**src/sv/line_follow_motor_steering_top_assert.svh**
```systemverilog
// assertion macros for the line follow motor steering block
`ifndef LINE_FOLLOW_MOTOR_STEERING_TOP_ASSERT_SVH
`define LINE_FOLLOW_MOTOR_STEERING_TOP_ASSERT_SVH

`ifndef SYNTHESIS

// property checked on every clock edge outside reset
`define LFMS_ASSERT(lbl, prop) \
    lbl: assert property (@(posedge clk) disable iff (!rst_n) (prop)) \
        else $error("lfms assertion failed");

// implication whose consequent is checked in the next cycle
`define LFMS_ASSERT_NEXT(lbl, ante, cons) \
    lbl: assert property (@(posedge clk) disable iff (!rst_n) (ante) |=> (cons)) \
        else $error("lfms assertion failed");

`else

`define LFMS_ASSERT(lbl, prop)
`define LFMS_ASSERT_NEXT(lbl, ante, cons)

`endif

`endif

```
**src/sv/lfms_pkg.sv**
```systemverilog
package lfms_pkg;

    // input beat, first field in the top bits
    typedef struct packed {
        logic signed [15:0] accel_x;
        logic signed [15:0] accel_y;
        logic signed [15:0] accel_z;
        logic signed [15:0] gyro_rate;
        logic [9:0]         ir_left;
        logic [9:0]         ir_right;
        logic               button;
    } in_beat_t;

    // result beat
    typedef struct packed {
        logic [15:0] motor_left;
        logic [15:0] motor_right;
        logic [3:0]  direction_code;
        logic        light_mode;
    } out_beat_t;

    // configuration register indexes
    typedef enum logic [2:0] {
        CFG_BASE_POWER   = 3'd0,
        CFG_STEER_GAIN   = 3'd1,
        CFG_LEFT_WHITE   = 3'd2,
        CFG_LEFT_GRAY    = 3'd3,
        CFG_LEFT_BLACK   = 3'd4,
        CFG_RIGHT_WHITE  = 3'd5,
        CFG_RIGHT_GRAY   = 3'd6,
        CFG_RIGHT_BLACK  = 3'd7
    } cfg_index_t;

    // sensor tone classes
    typedef enum logic [1:0] {
        TONE_BLACK = 2'd1,
        TONE_GRAY  = 2'd2,
        TONE_WHITE = 2'd3
    } tone_t;

    // direction codes
    localparam logic [3:0] DIR_BOTH_WHITE  = 4'd0;
    localparam logic [3:0] DIR_WHITE_GRAY  = 4'd1;
    localparam logic [3:0] DIR_WHITE_BLACK = 4'd2;
    localparam logic [3:0] DIR_GRAY_GRAY   = 4'd3;
    localparam logic [3:0] DIR_GRAY_BLACK  = 4'd4;
    localparam logic [3:0] DIR_BLACK_GRAY  = 4'd5;
    localparam logic [3:0] DIR_BLACK_BLACK = 4'd6;
    localparam logic [3:0] DIR_GRAY_WHITE  = 4'd7;
    localparam logic [3:0] DIR_BLACK_WHITE = 4'd8;

    // turning states
    localparam logic [1:0] TURN_NONE  = 2'd0;
    localparam logic [1:0] TURN_RIGHT = 2'd1;
    localparam logic [1:0] TURN_LEFT  = 2'd2;

    // register reset values
    localparam logic [15:0] BASE_POWER_RST  = 16'h70FF;
    localparam logic [7:0]  STEER_GAIN_RST  = 8'd20;
    localparam logic [9:0]  LEFT_WHITE_RST  = 10'd700;
    localparam logic [9:0]  LEFT_GRAY_RST   = 10'd370;
    localparam logic [9:0]  LEFT_BLACK_RST  = 10'd18;
    localparam logic [9:0]  RIGHT_WHITE_RST = 10'd700;
    localparam logic [9:0]  RIGHT_GRAY_RST  = 10'd370;
    localparam logic [9:0]  RIGHT_BLACK_RST = 10'd40;

    // control constants
    localparam logic [12:0] SHAKE_LIMIT = 13'd2500;
    localparam logic [8:0]  LOCK_TICKS  = 9'd500;
    localparam logic [15:0] FULL_DUTY   = 16'hFFFF;
    localparam logic [15:0] WEAK_DUTY   = 16'h4E20;
    localparam logic [15:0] PIVOT_DUTY  = 16'hEA60;
    localparam logic signed [15:0] RATE_HIGH   = 16'sd50;
    localparam logic signed [15:0] RATE_LOW    = -16'sd40;
    localparam logic signed [15:0] DRIFT_RIGHT = 16'sd10;
    localparam logic signed [15:0] DRIFT_LEFT  = -16'sd5;

    // divide by ten as multiply by 2^19/10 rounded up, exact for 16-bit magnitudes
    localparam logic [15:0] RATE_RECIP = 16'd52429;
    localparam int unsigned RATE_SHIFT = 19;

    // magnitude of a signed 16-bit value, -32768 gives 32768
    function automatic logic [15:0] mag16(input logic [15:0] v);
        mag16 = v[15] ? (16'd0 - v) : v;
    endfunction

    // absolute difference of two 10-bit levels
    function automatic logic [9:0] diff10(input logic [9:0] a, input logic [9:0] b);
        diff10 = (a >= b) ? (a - b) : (b - a);
    endfunction

    // nearest reference level, gray wins ties
    function automatic tone_t classify(input logic [9:0] x, input logic [9:0] w,
                                       input logic [9:0] g, input logic [9:0] b);
        logic [9:0] dg;
        dg = diff10(x, g);
        if (diff10(x, w) < dg)
            classify = TONE_WHITE;
        else if (diff10(x, b) < dg)
            classify = TONE_BLACK;
        else
            classify = TONE_GRAY;
    endfunction

    // sensor pair to direction code
    function automatic logic [3:0] pair_code(input tone_t l, input tone_t r);
        logic [3:0] c;
        c = DIR_BOTH_WHITE;
        if (l == TONE_WHITE && r == TONE_GRAY)  c = DIR_WHITE_GRAY;
        if (l == TONE_WHITE && r == TONE_BLACK) c = DIR_WHITE_BLACK;
        if (l == TONE_GRAY  && r == TONE_GRAY)  c = DIR_GRAY_GRAY;
        if (l == TONE_GRAY  && r == TONE_BLACK) c = DIR_GRAY_BLACK;
        if (l == TONE_BLACK && r == TONE_GRAY)  c = DIR_BLACK_GRAY;
        if (l == TONE_BLACK && r == TONE_BLACK) c = DIR_BLACK_BLACK;
        if (l == TONE_GRAY  && r == TONE_WHITE) c = DIR_GRAY_WHITE;
        if (l == TONE_BLACK && r == TONE_WHITE) c = DIR_BLACK_WHITE;
        pair_code = c;
    endfunction

endpackage

```
**src/sv/line_follow_motor_steering_top.sv**
```systemverilog
// Line-follow motor steering controller. Each input beat is one control tick and gives
// exactly one result beat with both motor duties, the direction code and the light mode.
// Two register stages: the input stage classifies the reflectance sensors, scales the gyro
// rate and flags a shake; the result stage updates heading, lockout and turning state and
// works out the duties with one 16x8 multiply. A tick is accepted every cycle when the
// result side is not stalled. A tick is registered in the input stage, and its result beat
// then in the result register; a result-side stall can hold either of them. Write
// configuration only while no tick is in flight.

`include "line_follow_motor_steering_top_assert.svh"

module line_follow_motor_steering_top (
    input  logic                 clk,
    input  logic                 rst_n,
    input  logic                 cfg_we,
    input  logic [2:0]           cfg_index,
    input  logic [15:0]          cfg_data,
    input  logic                 in_valid,
    output logic                 in_stall,
    input  lfms_pkg::in_beat_t   in_beat,
    output logic                 out_valid,
    input  logic                 out_stall,
    output lfms_pkg::out_beat_t  out_beat
);

    // configuration registers
    logic [15:0] base_power_reg;
    logic [7:0]  steer_gain_reg;
    logic [9:0]  left_white_reg, left_gray_reg, left_black_reg;
    logic [9:0]  right_white_reg, right_gray_reg, right_black_reg;

    // input stage
    logic        s1_valid_reg;
    logic [3:0]  s1_code_reg;
    logic        s1_shake_reg;
    logic [15:0] s1_step_reg;
    logic        s1_button_reg;

    // control state
    logic [15:0] heading_reg, heading_next;
    logic [15:0] forward_reg, forward_next;
    logic [1:0]  turning_reg, turning_next;
    logic        lock_reg, lock_next;
    logic [8:0]  timer_reg, timer_next;
    logic        mode_reg, mode_next;

    // result stage
    logic                out_valid_reg;
    lfms_pkg::out_beat_t out_beat_reg, out_beat_next;

    logic advance, in_fire, s1_load, s2_fire;

    // handshake
    assign advance  = !out_valid_reg || !out_stall;
    assign in_stall = s1_valid_reg && !advance;
    assign in_fire  = in_valid && !in_stall;
    assign s1_load  = !s1_valid_reg || advance;
    assign s2_fire  = s1_valid_reg && advance;

    assign out_valid = out_valid_reg;
    assign out_beat  = out_beat_reg;

    // configuration writes
    always_ff @(posedge clk or negedge rst_n)
    begin
        if (!rst_n)
        begin
            base_power_reg  <= lfms_pkg::BASE_POWER_RST;
            steer_gain_reg  <= lfms_pkg::STEER_GAIN_RST;
            left_white_reg  <= lfms_pkg::LEFT_WHITE_RST;
            left_gray_reg   <= lfms_pkg::LEFT_GRAY_RST;
            left_black_reg  <= lfms_pkg::LEFT_BLACK_RST;
            right_white_reg <= lfms_pkg::RIGHT_WHITE_RST;
            right_gray_reg  <= lfms_pkg::RIGHT_GRAY_RST;
            right_black_reg <= lfms_pkg::RIGHT_BLACK_RST;
        end
        else if (cfg_we)
        begin
            case (lfms_pkg::cfg_index_t'(cfg_index))
                lfms_pkg::CFG_BASE_POWER:  base_power_reg  <= cfg_data;
                lfms_pkg::CFG_STEER_GAIN:  steer_gain_reg  <= cfg_data[7:0];
                lfms_pkg::CFG_LEFT_WHITE:  left_white_reg  <= cfg_data[9:0];
                lfms_pkg::CFG_LEFT_GRAY:   left_gray_reg   <= cfg_data[9:0];
                lfms_pkg::CFG_LEFT_BLACK:  left_black_reg  <= cfg_data[9:0];
                lfms_pkg::CFG_RIGHT_WHITE: right_white_reg <= cfg_data[9:0];
                lfms_pkg::CFG_RIGHT_GRAY:  right_gray_reg  <= cfg_data[9:0];
                lfms_pkg::CFG_RIGHT_BLACK: right_black_reg <= cfg_data[9:0];
                default: ;
            endcase
        end
    end

    // input stage: shake sum, scaled gyro rate, sensor classes
    logic [15:0] ax_mag, ay_mag, az_mag, rate_mag;
    logic [12:0] shake_sum;
    logic [31:0] rate_prod;
    logic [15:0] rate_quot, step_in;
    logic        rate_active;
    logic [3:0]  code_in;

    always_comb
    begin
        ax_mag    = lfms_pkg::mag16(in_beat.accel_x);
        ay_mag    = lfms_pkg::mag16(in_beat.accel_y);
        az_mag    = lfms_pkg::mag16(in_beat.accel_z);
        shake_sum = 13'(ax_mag[15:5]) + 13'(ay_mag[15:5]) + 13'(az_mag[15:5]);

        rate_mag    = lfms_pkg::mag16(in_beat.gyro_rate);
        rate_prod   = 32'(rate_mag) * 32'(lfms_pkg::RATE_RECIP);
        rate_quot   = 16'(rate_prod >> lfms_pkg::RATE_SHIFT);
        rate_active = (in_beat.gyro_rate > lfms_pkg::RATE_HIGH)
                   || (in_beat.gyro_rate < lfms_pkg::RATE_LOW);
        if (!rate_active)
            step_in = 16'd0;
        else if (in_beat.gyro_rate[15])
            step_in = 16'd0 - rate_quot;
        else
            step_in = rate_quot;

        code_in = lfms_pkg::pair_code(
            lfms_pkg::classify(in_beat.ir_left, left_white_reg, left_gray_reg,
                               left_black_reg),
            lfms_pkg::classify(in_beat.ir_right, right_white_reg, right_gray_reg,
                               right_black_reg));
    end

    always_ff @(posedge clk or negedge rst_n)
    begin
        if (!rst_n)
        begin
            s1_valid_reg <= 1'b0;
        end
        else if (s1_load)
        begin
            s1_valid_reg <= in_fire;
        end
    end

    always_ff @(posedge clk)
    begin
        if (in_fire)
        begin
            s1_code_reg   <= code_in;
            s1_shake_reg  <= shake_sum > lfms_pkg::SHAKE_LIMIT;
            s1_step_reg   <= step_in;
            s1_button_reg <= in_beat.button;
        end
    end

    // result stage: lockout, heading and steering
    logic [8:0]  timer_a;
    logic        lock_a;
    logic [15:0] forward_eff, err, err_mag, room;
    logic [23:0] corr;
    logic        saturate;
    logic [15:0] m_left, m_right;

    always_comb
    begin
        // lockout timer
        if (timer_reg > lfms_pkg::LOCK_TICKS)
        begin
            timer_a = 9'd0;
            lock_a  = 1'b0;
        end
        else
        begin
            timer_a = timer_reg;
            lock_a  = lock_reg;
        end
        timer_next = (timer_a != 9'd0) ? timer_a + 9'd1 : 9'd0;
        lock_next  = lock_a;
        mode_next  = mode_reg;

        // shake toggles light mode
        if (!lock_a && s1_shake_reg)
        begin
            mode_next  = !mode_reg;
            timer_next = 9'd1;
            lock_next  = 1'b1;
        end

        heading_next = heading_reg + s1_step_reg;

        // heading error against stored forward heading, or the new heading while the button is set
        forward_eff = s1_button_reg ? heading_next : forward_reg;
        err         = heading_next - forward_eff;
        err_mag     = lfms_pkg::mag16(err);
        corr        = 24'(err_mag) * 24'(steer_gain_reg);
        room        = lfms_pkg::FULL_DUTY - base_power_reg;
        saturate    = corr >= 24'(room);

        forward_next = forward_reg;
        turning_next = turning_reg;
        m_left       = base_power_reg;
        m_right      = base_power_reg;

        case (s1_code_reg)
            lfms_pkg::DIR_BOTH_WHITE:
            begin
                if (turning_reg != lfms_pkg::TURN_NONE)
                begin
                    forward_next = heading_next;
                    turning_next = lfms_pkg::TURN_NONE;
                end
                else
                begin
                    forward_next = forward_eff;
                    if ($signed(err) > lfms_pkg::DRIFT_RIGHT)
                    begin
                        m_left  = saturate ? lfms_pkg::FULL_DUTY
                                           : base_power_reg + corr[15:0];
                        m_right = saturate ? lfms_pkg::WEAK_DUTY
                                           : base_power_reg - corr[15:0];
                    end
                    else if ($signed(err) < lfms_pkg::DRIFT_LEFT)
                    begin
                        m_left  = saturate ? lfms_pkg::WEAK_DUTY
                                           : base_power_reg - corr[15:0];
                        m_right = saturate ? lfms_pkg::FULL_DUTY
                                           : base_power_reg + corr[15:0];
                    end
                end
            end
            lfms_pkg::DIR_WHITE_GRAY:
            begin
                m_left       = lfms_pkg::PIVOT_DUTY;
                m_right      = 16'd0;
                turning_next = lfms_pkg::TURN_RIGHT;
            end
            lfms_pkg::DIR_BLACK_BLACK:
            begin
                m_left       = 16'd0;
                m_right      = 16'd0;
                turning_next = lfms_pkg::TURN_RIGHT;
            end
            lfms_pkg::DIR_GRAY_WHITE:
            begin
                m_left       = 16'd0;
                m_right      = lfms_pkg::PIVOT_DUTY;
                turning_next = lfms_pkg::TURN_LEFT;
            end
            default: ;
        endcase

        out_beat_next.motor_left     = m_left;
        out_beat_next.motor_right    = m_right;
        out_beat_next.direction_code = s1_code_reg;
        out_beat_next.light_mode     = mode_next;
    end

    // control state update, one tick per result beat
    always_ff @(posedge clk or negedge rst_n)
    begin
        if (!rst_n)
        begin
            heading_reg <= 16'd0;
            forward_reg <= 16'd0;
            turning_reg <= lfms_pkg::TURN_NONE;
            lock_reg    <= 1'b0;
            timer_reg   <= 9'd0;
            mode_reg    <= 1'b0;
        end
        else if (s2_fire)
        begin
            heading_reg <= heading_next;
            forward_reg <= forward_next;
            turning_reg <= turning_next;
            lock_reg    <= lock_next;
            timer_reg   <= timer_next;
            mode_reg    <= mode_next;
        end
    end

    // result register
    always_ff @(posedge clk or negedge rst_n)
    begin
        if (!rst_n)
        begin
            out_valid_reg <= 1'b0;
        end
        else if (advance)
        begin
            out_valid_reg <= s1_valid_reg;
        end
    end

    always_ff @(posedge clk)
    begin
        if (s2_fire)
        begin
            out_beat_reg <= out_beat_next;
        end
    end

    // checks
    `LFMS_ASSERT(a_lock_tracks_timer, lock_reg == (timer_reg != 9'd0))
    `LFMS_ASSERT(a_timer_bound, timer_reg <= lfms_pkg::LOCK_TICKS + 9'd1)
    `LFMS_ASSERT(a_turning_code, turning_reg != 2'd3)
    `LFMS_ASSERT(a_code_range, !out_valid_reg || out_beat_reg.direction_code <= 4'd8)
    `LFMS_ASSERT(a_stall_only_when_full, !in_stall || (s1_valid_reg && out_valid_reg))
    `LFMS_ASSERT_NEXT(a_tick_reaches_result, s1_valid_reg && advance, out_valid_reg)

endmodule

```
**config.mk**
```make
export PLATFORM = sky130hd
export DESIGN_NAME = line_follow_motor_steering_top
export DESIGN_NICKNAME = d
export VERILOG_FILES = /design/src/sv/lfms_pkg.sv /design/src/sv/line_follow_motor_steering_top.sv
export VERILOG_INCLUDE_DIRS = /design/src /design/src/sv
export SDC_FILE = /design/constraint.sdc
export NUM_CORES = 1
export LEC_CHECK = 0
export ABC_AREA = 1
export BUFFER_PORTS_ARGS = -buffer_cell sky130_fd_sc_hd__buf_2
export CORE_MARGIN = 4
export CORE_UTILIZATION = 45
export CTS_CLUSTER_DIAMETER = 30
export DETAILED_ROUTE_END_ITERATION = 8
export GPL_ROUTABILITY_DRIVEN = 0
export PLACE_DENSITY = 0.71
export RECOVER_POWER = 25
export SLEW_MARGIN = 20
export SYNTH_ARGS = -nofsm -noshare
export SYNTH_HDL_FRONTEND = slang
export SYNTH_SLANG_ARGS = --single-unit
```
**constraint.sdc**
```tcl
create_clock -name clk -period 9.9 [get_ports clk]
set_input_delay 2.475 -clock clk [delete_from_list [all_inputs] [get_ports clk]]
set_output_delay 2.475 -clock clk [all_outputs]
set_load 0.03 [all_outputs]
```
==> metrics.txt, run 1 <==
# TYPE chip_impl_metric gauge
chip_impl_info{name="violations",value="capacitance limit, slew limit"} 1
chip_impl_metric{name="skew",unit="ns"} 0.0139
chip_impl_metric{name="cap_violations",unit=""} 3
chip_impl_metric{name="layout.core_utilization",unit="%"} 50.1
chip_impl_metric{name="clk_latency",unit="ns"} 0.49
chip_impl_metric{name="final-max-slew-violation-count",unit=""} 129
chip_impl_metric{name="drive_gt1_share",unit="%"} 10.1
chip_impl_metric{name="grt_pass1_vias",unit=""} 24900
chip_impl_metric{name="finalWirelength",unit="um"} 75900
chip_impl_info{name="critPathSlowestCell",value="sky130_fd_sc_hd__fa_1"} 1
chip_impl_metric{name="drt_drc_violations_left",unit=""} 0
chip_impl_metric{name="cts.htree.levels",unit=""} 4
chip_impl_metric{name="clk_transition_reported_paths",unit="ns"} 0.08
chip_impl_metric{name="number_of_drc_markers_in_iteration_0",unit=""} 1638
chip_impl_metric{name="routed_via_density",unit=""} 5.25
chip_impl_metric{name="largest_reg_flops",unit=""} 37
chip_impl_info{name="synth-main-ff-cell",value="sky130_fd_sc_hd__dfrtp_1"} 1
chip_impl_metric{name="clock.fmax",unit="MHz"} 108
chip_impl_info{name="cpMostUsedCell",value="sky130_fd_sc_hd__nand2_1"} 1
chip_impl_metric{name="antennaDiodeCount",unit=""} 0
chip_impl_info{name="cts_root_buffer",value="sky130_fd_sc_hd__clkbuf_16"} 1
chip_impl_metric{name="number_of_enable_flip_flop_cells_after_synthesis",unit=""} 57
chip_impl_metric{name="grt_util_met2",unit="%"} 38.6
chip_impl_info{name="tightest_hold_check_type",value="register to register"} 1
chip_impl_metric{name="floorplan.die_area",unit="sq mm"} 0.0682
chip_impl_metric{name="antenna_found_initial",unit=""} 0
chip_impl_metric{name="ant_nets",unit=""} 0
chip_impl_info{name="synth.top_cells.by_area",value="sky130_fd_sc_hd__ha_1, sky130_fd_sc_hd__fa_1, sky130_fd_sc_hd__nand2_1"} 1
chip_impl_info{name="setup.worst_path.class",value="register to register"} 1
chip_impl_metric{name="initial_drt_pass_iterations",unit=""} 7
chip_impl_metric{name="via_count",unit=""} 25900
chip_impl_metric{name="global_route.usage.total",unit="%"} 22.3
chip_impl_metric{name="dieWidth",unit="um"} 261
chip_impl_metric{name="grt_remaining_overflow",unit=""} 0
chip_impl_metric{name="wire_per_inst",unit="um"} 15.4
chip_impl_metric{name="placementRows",unit=""} 92
chip_impl_metric{name="final_min_period_over_clock_period",unit="%"} 93.9
chip_impl_metric{name="cts.path.max_buffers",unit=""} 2
chip_impl_metric{name="synth_top_area_share",unit="%"} 17.4
chip_impl_metric{name="crit_path_max_incr_delay",unit="ns"} 0.58
chip_impl_info{name="netlist_top_cells_count",value="sky130_fd_sc_hd__nand2_1, sky130_fd_sc_hd__inv_1, sky130_fd_sc_hd__ha_1"} 1
chip_impl_info{name="globalRoute.busiestLayer",value="met2"} 1
chip_impl_metric{name="final.fill_count",unit=""} 6207
chip_impl_metric{name="top_level_ports",unit=""} 148
chip_impl_metric{name="ys_async_sr_fraction",unit="%"} 69.7
chip_impl_info{name="startpoint_type",value="register"} 1
chip_impl_metric{name="worst_ep_arrival_time",unit="ns"} 9.55
chip_impl_info{name="run_status",value="finished with violations"} 1
chip_impl_metric{name="start_util",unit="%"} 45.6
chip_impl_metric{name="synthCells",unit=""} 3951
chip_impl_metric{name="grt_max_degree",unit=""} 73
chip_impl_metric{name="avgSynthCellArea",unit="sq um"} 7.30
chip_impl_metric{name="synth-seq-area-share",unit="%"} 17.5
chip_impl_metric{name="final_nets",unit=""} 4781
chip_impl_metric{name="number_of_sinks_driven_by_the_clock_tree",unit=""} 188
chip_impl_metric{name="place_hpwl",unit="um"} 61900
chip_impl_metric{name="relative_slew_slack",unit="%"} -178
chip_impl_metric{name="timing_hold_violations_final",unit=""} 0
chip_impl_info{name="cts_tree",value="built"} 1
chip_impl_metric{name="synth_cell_types",unit=""} 64
chip_impl_metric{name="yosys_register_bits",unit=""} 188
chip_impl_metric{name="mappedNetlistNets",unit=""} 4653
chip_impl_metric{name="synthesis.area",unit="sq mm"} 0.0288
chip_impl_metric{name="worst_max_slew_pin_slew",unit="ns"} 4.17
chip_impl_metric{name="setup_viol",unit=""} 0
chip_impl_metric{name="finalCriticalPeriod",unit="ns"} 9.29
chip_impl_metric{name="met3_layer_usage_reported_by_global_route",unit="%"} 2.50
chip_impl_info{name="synth_area_leader_cell",value="sky130_fd_sc_hd__ha_1"} 1
chip_impl_metric{name="synthesis.yosys.warnings",unit=""} 0
chip_impl_metric{name="cts_inserted_buffers",unit=""} 17
chip_impl_metric{name="core",unit="sq mm"} 0.0632
chip_impl_metric{name="cp_data_required_time",unit="ns"} 10.15
chip_impl_metric{name="die_height",unit="um"} 261
chip_impl_info{name="most_frequent_cell_after_synthesis",value="sky130_fd_sc_hd__nand2_1"} 1
chip_impl_metric{name="critical_path.max_fanout",unit=""} 20
chip_impl_metric{name="wire_length_of_the_first_global_routing_pass",unit="um"} 124000
chip_impl_metric{name="area_growth_syn_to_layout",unit="%"} 9.88
chip_impl_metric{name="port_buffers",unit=""} 147
chip_impl_metric{name="met1_usage",unit="%"} 29.8
chip_impl_info{name="cp-end-kind",value="register"} 1
-- cells in the final DEF, fill, tap and decap left out, types with 16 or more instances in the layout --
| cell | synthesis | final |
|---|---|---|
| sky130_fd_sc_hd__o31ai_1 | 17 | 16 |
| sky130_fd_sc_hd__nand2_1 | 790 | 787 |
| sky130_fd_sc_hd__inv_1 | 699 | 698 |
| sky130_fd_sc_hd__dfstp_2 | 39 | 39 |
| sky130_fd_sc_hd__ha_1 | 400 | 384 |
| sky130_fd_sc_hd__a21oi_2 | 4 | 19 |
| sky130_fd_sc_hd__o21ai_0 | 249 | 239 |
| sky130_fd_sc_hd__nor2_1 | 372 | 356 |
| sky130_fd_sc_hd__a221oi_1 | 20 | 20 |
| sky130_fd_sc_hd__nand2_2 | 15 | 18 |
| sky130_fd_sc_hd__buf_4 | 10 | 53 |
| sky130_fd_sc_hd__nand4_1 | 40 | 40 |
| sky130_fd_sc_hd__dfrtp_1 | 92 | 92 |
| sky130_fd_sc_hd__nor2_2 | 8 | 21 |
| sky130_fd_sc_hd__buf_2 | 4 | 145 |
| sky130_fd_sc_hd__o211ai_1 | 21 | 21 |
| sky130_fd_sc_hd__xnor2_1 | 58 | 54 |
| sky130_fd_sc_hd__nand3_1 | 229 | 229 |
| sky130_fd_sc_hd__xor2_1 | 106 | 101 |
| sky130_fd_sc_hd__clkbuf_16 | 0 | 17 |
| sky130_fd_sc_hd__a21o_1 | 17 | 17 |
| sky130_fd_sc_hd__fa_1 | 193 | 191 |
| sky130_fd_sc_hd__nor3_1 | 36 | 35 |
| sky130_fd_sc_hd__a21oi_1 | 245 | 229 |
| sky130_fd_sc_hd__edfxtp_1 | 57 | 57 |
-- worst paths after layout --
| path | cells after the start | to | start | slack [ns] |
|---|---|---|---|---|
| min in group asynchronous | 1 | right_black_reg[4] | rst_n | 3.44 |
| max | 45 | out_beat[25] | s1_step_reg[2] | 0.61 |
| min reg2reg | 2 | heading_reg[13] | heading_reg[13] | 0.49 |
| min | 2 | heading_reg[13] | heading_reg[13] | 0.49 |
| max in group asynchronous | 2 | timer_reg[5] | rst_n | 4.01 |
| max reg2reg | 45 | out_beat[25] | s1_step_reg[2] | 0.61 |
-- logic make-up after synthesis --
logic type | count (synthesis) | synth area share, %
AO/OA/AOI/OAI | 654 | 12.9
XOR/XNOR | 175 | 5.68
adder cells (fa/ha/maj) | 593 | 30.8
buffers and inverters | 805 | 10.7
flip-flops | 188 | 17.5
multiplexers | 10 | 0.365
AND/OR/NAND/NOR | 1526 | 22.0
-- routing by layer --
| metal | part of all wire [%] | vias to the layer above |
|---|---|---|
| met1 | 45 | 12100 |
| met4 | 2.4 | 0 |
| met3 | 5.4 | 122 |
| met2 | 48 | 689 |
| met5 | 0 | - |
| li1 | - | 13000 |
-- final cells by class --
| class | instances | area, sq um | share of cell area, % |
|---|---|---|---|
| Tap cell | 846 | 1060 | 3.34 |
| Sequential cell | 188 | 5040 | 15.9 |
| Clock inverter | 15 | 220 | 0.695 |
| Clock buffer | 17 | 425 | 1.34 |
| Multi-Input combinational cell | 2958 | 21100 | 66.6 |
| Inverter | 711 | 2670 | 8.43 |
| Timing Repair Buffer | 203 | 1170 | 3.68 |
-- critical path, delay by kind of cell (launching register included) --
| family | cells | cell delay (ns) |
|---|---|---|
| adder cells (fa/ha/maj) | 8 | 3.60 |
| AND/OR/NAND/NOR | 19 | 2.16 |
| XOR/XNOR | 4 | 1.37 |
| AO/OA/AOI/OAI | 5 | 0.83 |
| buffers and inverters | 9 | 0.71 |
| flip-flops | 1 | 0.39 |
-- metrics by stage --
stage | hold WS [ns] | cell area (sq um) | setup WS [ns] | std cells | TNS (ns)
floorplan | 0.443 | 28800 | 0.643 | 3951 | 0
global placement | 0.461 | 30500 | 0.189 | 4891 | 0
detailed placement | 0.471 | 30500 | 0.0585 | 4891 | 0
CTS | 0.491 | 31200 | 0.0253 | 4923 | 0
global route | 0.511 | 31700 | -0.0560 | 4938 | -0.601
finish | 0.488 | 31700 | 0.606 | 4938 | 0
-- repair_timing --
item                       4_1_cts  5_1_grt
hold buffers                     0        0
gates resized for setup          0       92
buffers inserted                 0       15
setup endpoints to repair        0       32
Power of run 1 is left out: the tool's default activity adds up to more than one toggle a clock period on the data nets, which glitch-free logic cannot reach.
==> run 2: changes to the inputs <==
--- a/config.mk
+++ b/config.mk
@@ -8,6 +8,7 @@
 export LEC_CHECK = 0
 export ABC_AREA = 1
 export BUFFER_PORTS_ARGS = -buffer_cell sky130_fd_sc_hd__buf_2
+export CORE_ASPECT_RATIO = 1.2
 export CORE_MARGIN = 4
 export CORE_UTILIZATION = 45
 export CTS_CLUSTER_DIAMETER = 30
==> constraint.sdc (replaced) <==
create_clock -name clk -period 9.9 [get_ports clk]
set_input_delay 0.99 -clock clk [delete_from_list [all_inputs] [get_ports clk]]
set_output_delay 0.99 -clock clk [all_outputs]
set_load 0.03 [all_outputs]
==> run 2 against run 1 <==
The flow still finishes with violations (capacitance limit, slew limit); worst setup slack got worse by 0.15 ns; clock skew increased by 0.0036 ns; register-to-register slack worse by 0.15 ns; sequential share of layout area grew 0.14 points; utilization down 0.52 points; critical path depth grew 4; routed wire length is 2.5% higher; largest cell class unchanged; design area decreased by 0.85%; via count grew 1.1%; hold slack worse by 0.0095 ns; global-route usage rose by 0.12 points.
==> metrics.txt, run 2 (synthesis gave the netlist of run 1 again) <==
# TYPE chip_impl_metric gauge
chip_impl_metric{name="critical_path.max_fanout",unit=""} 20
chip_impl_metric{name="top_level_ports",unit=""} 148
chip_impl_metric{name="worst_ep_arrival_time",unit="ns"} 9.67
chip_impl_metric{name="final.setup.worst_slack",unit="ns"} 0.460
chip_impl_metric{name="via_count",unit=""} 26200
chip_impl_metric{name="relative_slew_slack",unit="%"} -169
chip_impl_metric{name="placementRows",unit=""} 101
chip_impl_metric{name="clk_transition_reported_paths",unit="ns"} 0.08
chip_impl_metric{name="grt_remaining_overflow",unit=""} 0
chip_impl_metric{name="number_of_drc_markers_in_iteration_0",unit=""} 1627
chip_impl_metric{name="global_route.usage.total",unit="%"} 22.5
chip_impl_metric{name="area_growth_syn_to_layout",unit="%"} 8.94
chip_impl_info{name="crit-reg2reg-capture",value="out_beat[25]"} 1
chip_impl_info{name="beginning_of_the_critical_path",value="heading_reg[0]"} 1
chip_impl_metric{name="drt_drc_violations_left",unit=""} 0
chip_impl_metric{name="cap_violations",unit=""} 3
chip_impl_info{name="layout_commonest_cell",value="sky130_fd_sc_hd__nand2_1"} 1
chip_impl_info{name="setup.worst_path.class",value="register to register"} 1
chip_impl_metric{name="setup_viol",unit=""} 0
chip_impl_metric{name="grt_pass1_vias",unit=""} 25600
chip_impl_metric{name="ant_nets",unit=""} 0
chip_impl_metric{name="grt_max_degree",unit=""} 72
chip_impl_metric{name="wire_length_of_the_first_global_routing_pass",unit="um"} 126000
chip_impl_metric{name="clk_latency",unit="ns"} 0.49
chip_impl_info{name="critPathSlowestCell",value="sky130_fd_sc_hd__fa_1"} 1
chip_impl_info{name="highest_count_cells_in_the_layout_ignoring_fill_and_taps",value="sky130_fd_sc_hd__nand2_1, sky130_fd_sc_hd__inv_1, sky130_fd_sc_hd__ha_1"} 1
chip_impl_metric{name="final_min_period_over_clock_period",unit="%"} 95.4
chip_impl_metric{name="finalCriticalPeriod",unit="ns"} 9.44
chip_impl_metric{name="die_height",unit="um"} 285
chip_impl_info{name="worst_r2r_startpoint",value="heading_reg[0]"} 1
chip_impl_metric{name="worst_r2r_path_depth",unit=""} 49
chip_impl_metric{name="placement.setup.worst_slack",unit="ns"} 0.0248
chip_impl_metric{name="port_buffers",unit=""} 147
chip_impl_info{name="violations",value="capacitance limit, slew limit"} 1
chip_impl_metric{name="number_of_sinks_driven_by_the_clock_tree",unit=""} 188
chip_impl_info{name="cp-end-kind",value="register"} 1
chip_impl_metric{name="dieWidth",unit="um"} 239
chip_impl_metric{name="cts_inserted_buffers",unit=""} 17
chip_impl_metric{name="drive_gt1_share",unit="%"} 9.39
chip_impl_metric{name="initial_drt_pass_iterations",unit=""} 6
chip_impl_metric{name="final-max-slew-violation-count",unit=""} 140
chip_impl_metric{name="crit_path_max_incr_delay",unit="ns"} 0.59
chip_impl_metric{name="start_util",unit="%"} 45.5
chip_impl_metric{name="finalWirelength",unit="um"} 77800
chip_impl_info{name="worst_setup_endpoint",value="out_beat[25]"} 1
chip_impl_metric{name="cp_data_required_time",unit="ns"} 10.13
chip_impl_metric{name="timing_hold_violations_final",unit=""} 0
chip_impl_metric{name="largest_reg_flops",unit=""} 37
chip_impl_metric{name="core",unit="sq mm"} 0.0633
chip_impl_metric{name="cts.htree.levels",unit=""} 4
chip_impl_metric{name="antennaDiodeCount",unit=""} 0
chip_impl_metric{name="skew",unit="ns"} 0.0175
chip_impl_info{name="cpMostUsedCell",value="sky130_fd_sc_hd__nand2_1"} 1
chip_impl_info{name="startpoint_type",value="register"} 1
chip_impl_info{name="cts_tree",value="built"} 1
chip_impl_metric{name="worst_max_slew_pin_slew",unit="ns"} 4.04
chip_impl_metric{name="wire_per_inst",unit="um"} 15.9
chip_impl_metric{name="place_hpwl",unit="um"} 63200
chip_impl_metric{name="setup.reg_to_reg.worst_slack",unit="ns"} 0.46
chip_impl_info{name="run_status",value="finished with violations"} 1
chip_impl_info{name="tightest_hold_check_type",value="register to register"} 1
chip_impl_metric{name="antenna_found_initial",unit=""} 1
chip_impl_metric{name="routed_via_density",unit=""} 5.34
chip_impl_metric{name="floorplan.die_area",unit="sq mm"} 0.0682
chip_impl_info{name="cts_root_buffer",value="sky130_fd_sc_hd__clkbuf_16"} 1
chip_impl_metric{name="cts.path.max_buffers",unit=""} 2
chip_impl_metric{name="clock.fmax",unit="MHz"} 106
chip_impl_metric{name="final_nets",unit=""} 4768
-- run 2: cell types whose count changed in the layout (fill, tap and decap cells not counted), sizes merged --
cell	change
buf	-15
clkbuf	+5
clkinv	-3
bufinv	-2
inv	+2
-- run 2: area by class of cell --
class / instances / area [sq um]
clock inverter: 12 / 116
clock buffer: 20 / 447
timing repair buffer: 190 / 1060
sequential: 188 / 5040
fill: 6268 / 31900
inverter: 711 / 2670
multi-input combinational: 2958 / 21000
tap: 824 / 1030
-- run 2: worst max-delay path, delay by kind of cell (launching register included) --
kind | cells | cell delay (ns)
flops | 1 | 0.39
simple gates | 19 | 1.88
xor+xnor | 4 | 0.77
compound gates | 8 | 1.33
fa+ha+maj | 9 | 3.68
buf+inv | 9 | 1.07
-- run 2: how the worst min path moves through the flow --
stage,start,end,slack [ns],depth (start not counted)
floorplan,turning_reg[0],turning_reg[0],0.44,2
detailed placement,heading_reg[7],heading_reg[7],0.47,2
global placement,heading_reg[4],heading_reg[4],0.47,2
finish,s1_valid_reg,out_valid,0.48,2
CTS,s1_valid_reg,out_valid,0.49,2
global route,heading_reg[11],heading_reg[11],0.52,2
-- run 2: layer usage --
| layer | wire [um] | up-vias | GRT usage, % |
|---|---|---|---|
| li1 | - | 13000 | - |
| met1 | 32000 | 12300 | 27.2 |
| met2 | 39100 | 698 | 40.2 |
| met3 | 3230 | 208 | 2.54 |
| met4 | 3400 | 0 | 9.53 |
| met5 | 0 | - | 0 |
-- run 2: what timing repair did --
action / CTS / global route
resized for setup: 1 / 71
endpoints found under the hold margin: 0 / 0
pin swaps: 0 / 9
setup buffers: 0 / 13
setup endpoints to repair: 1 / 32
hold buffers: 0 / 0
-- run 2: metrics by stage --
stage	instance area, sq um	hold WS [ns]	utilization [%]	setup TNS, ns	cells
2_1_floorplan	28800	0.443	-	0	3951
3_3_place_gp	30400	0.466	48.1	0	4858
3_5_place_dp	30400	0.470	48.1	0	4858
4_1_cts	31000	0.485	49.0	0	4890
5_1_grt	31400	0.520	49.6	-0.172	4903
6_report	31400	0.479	49.6	0	4903
Power of run 2 is left out for the same reason.
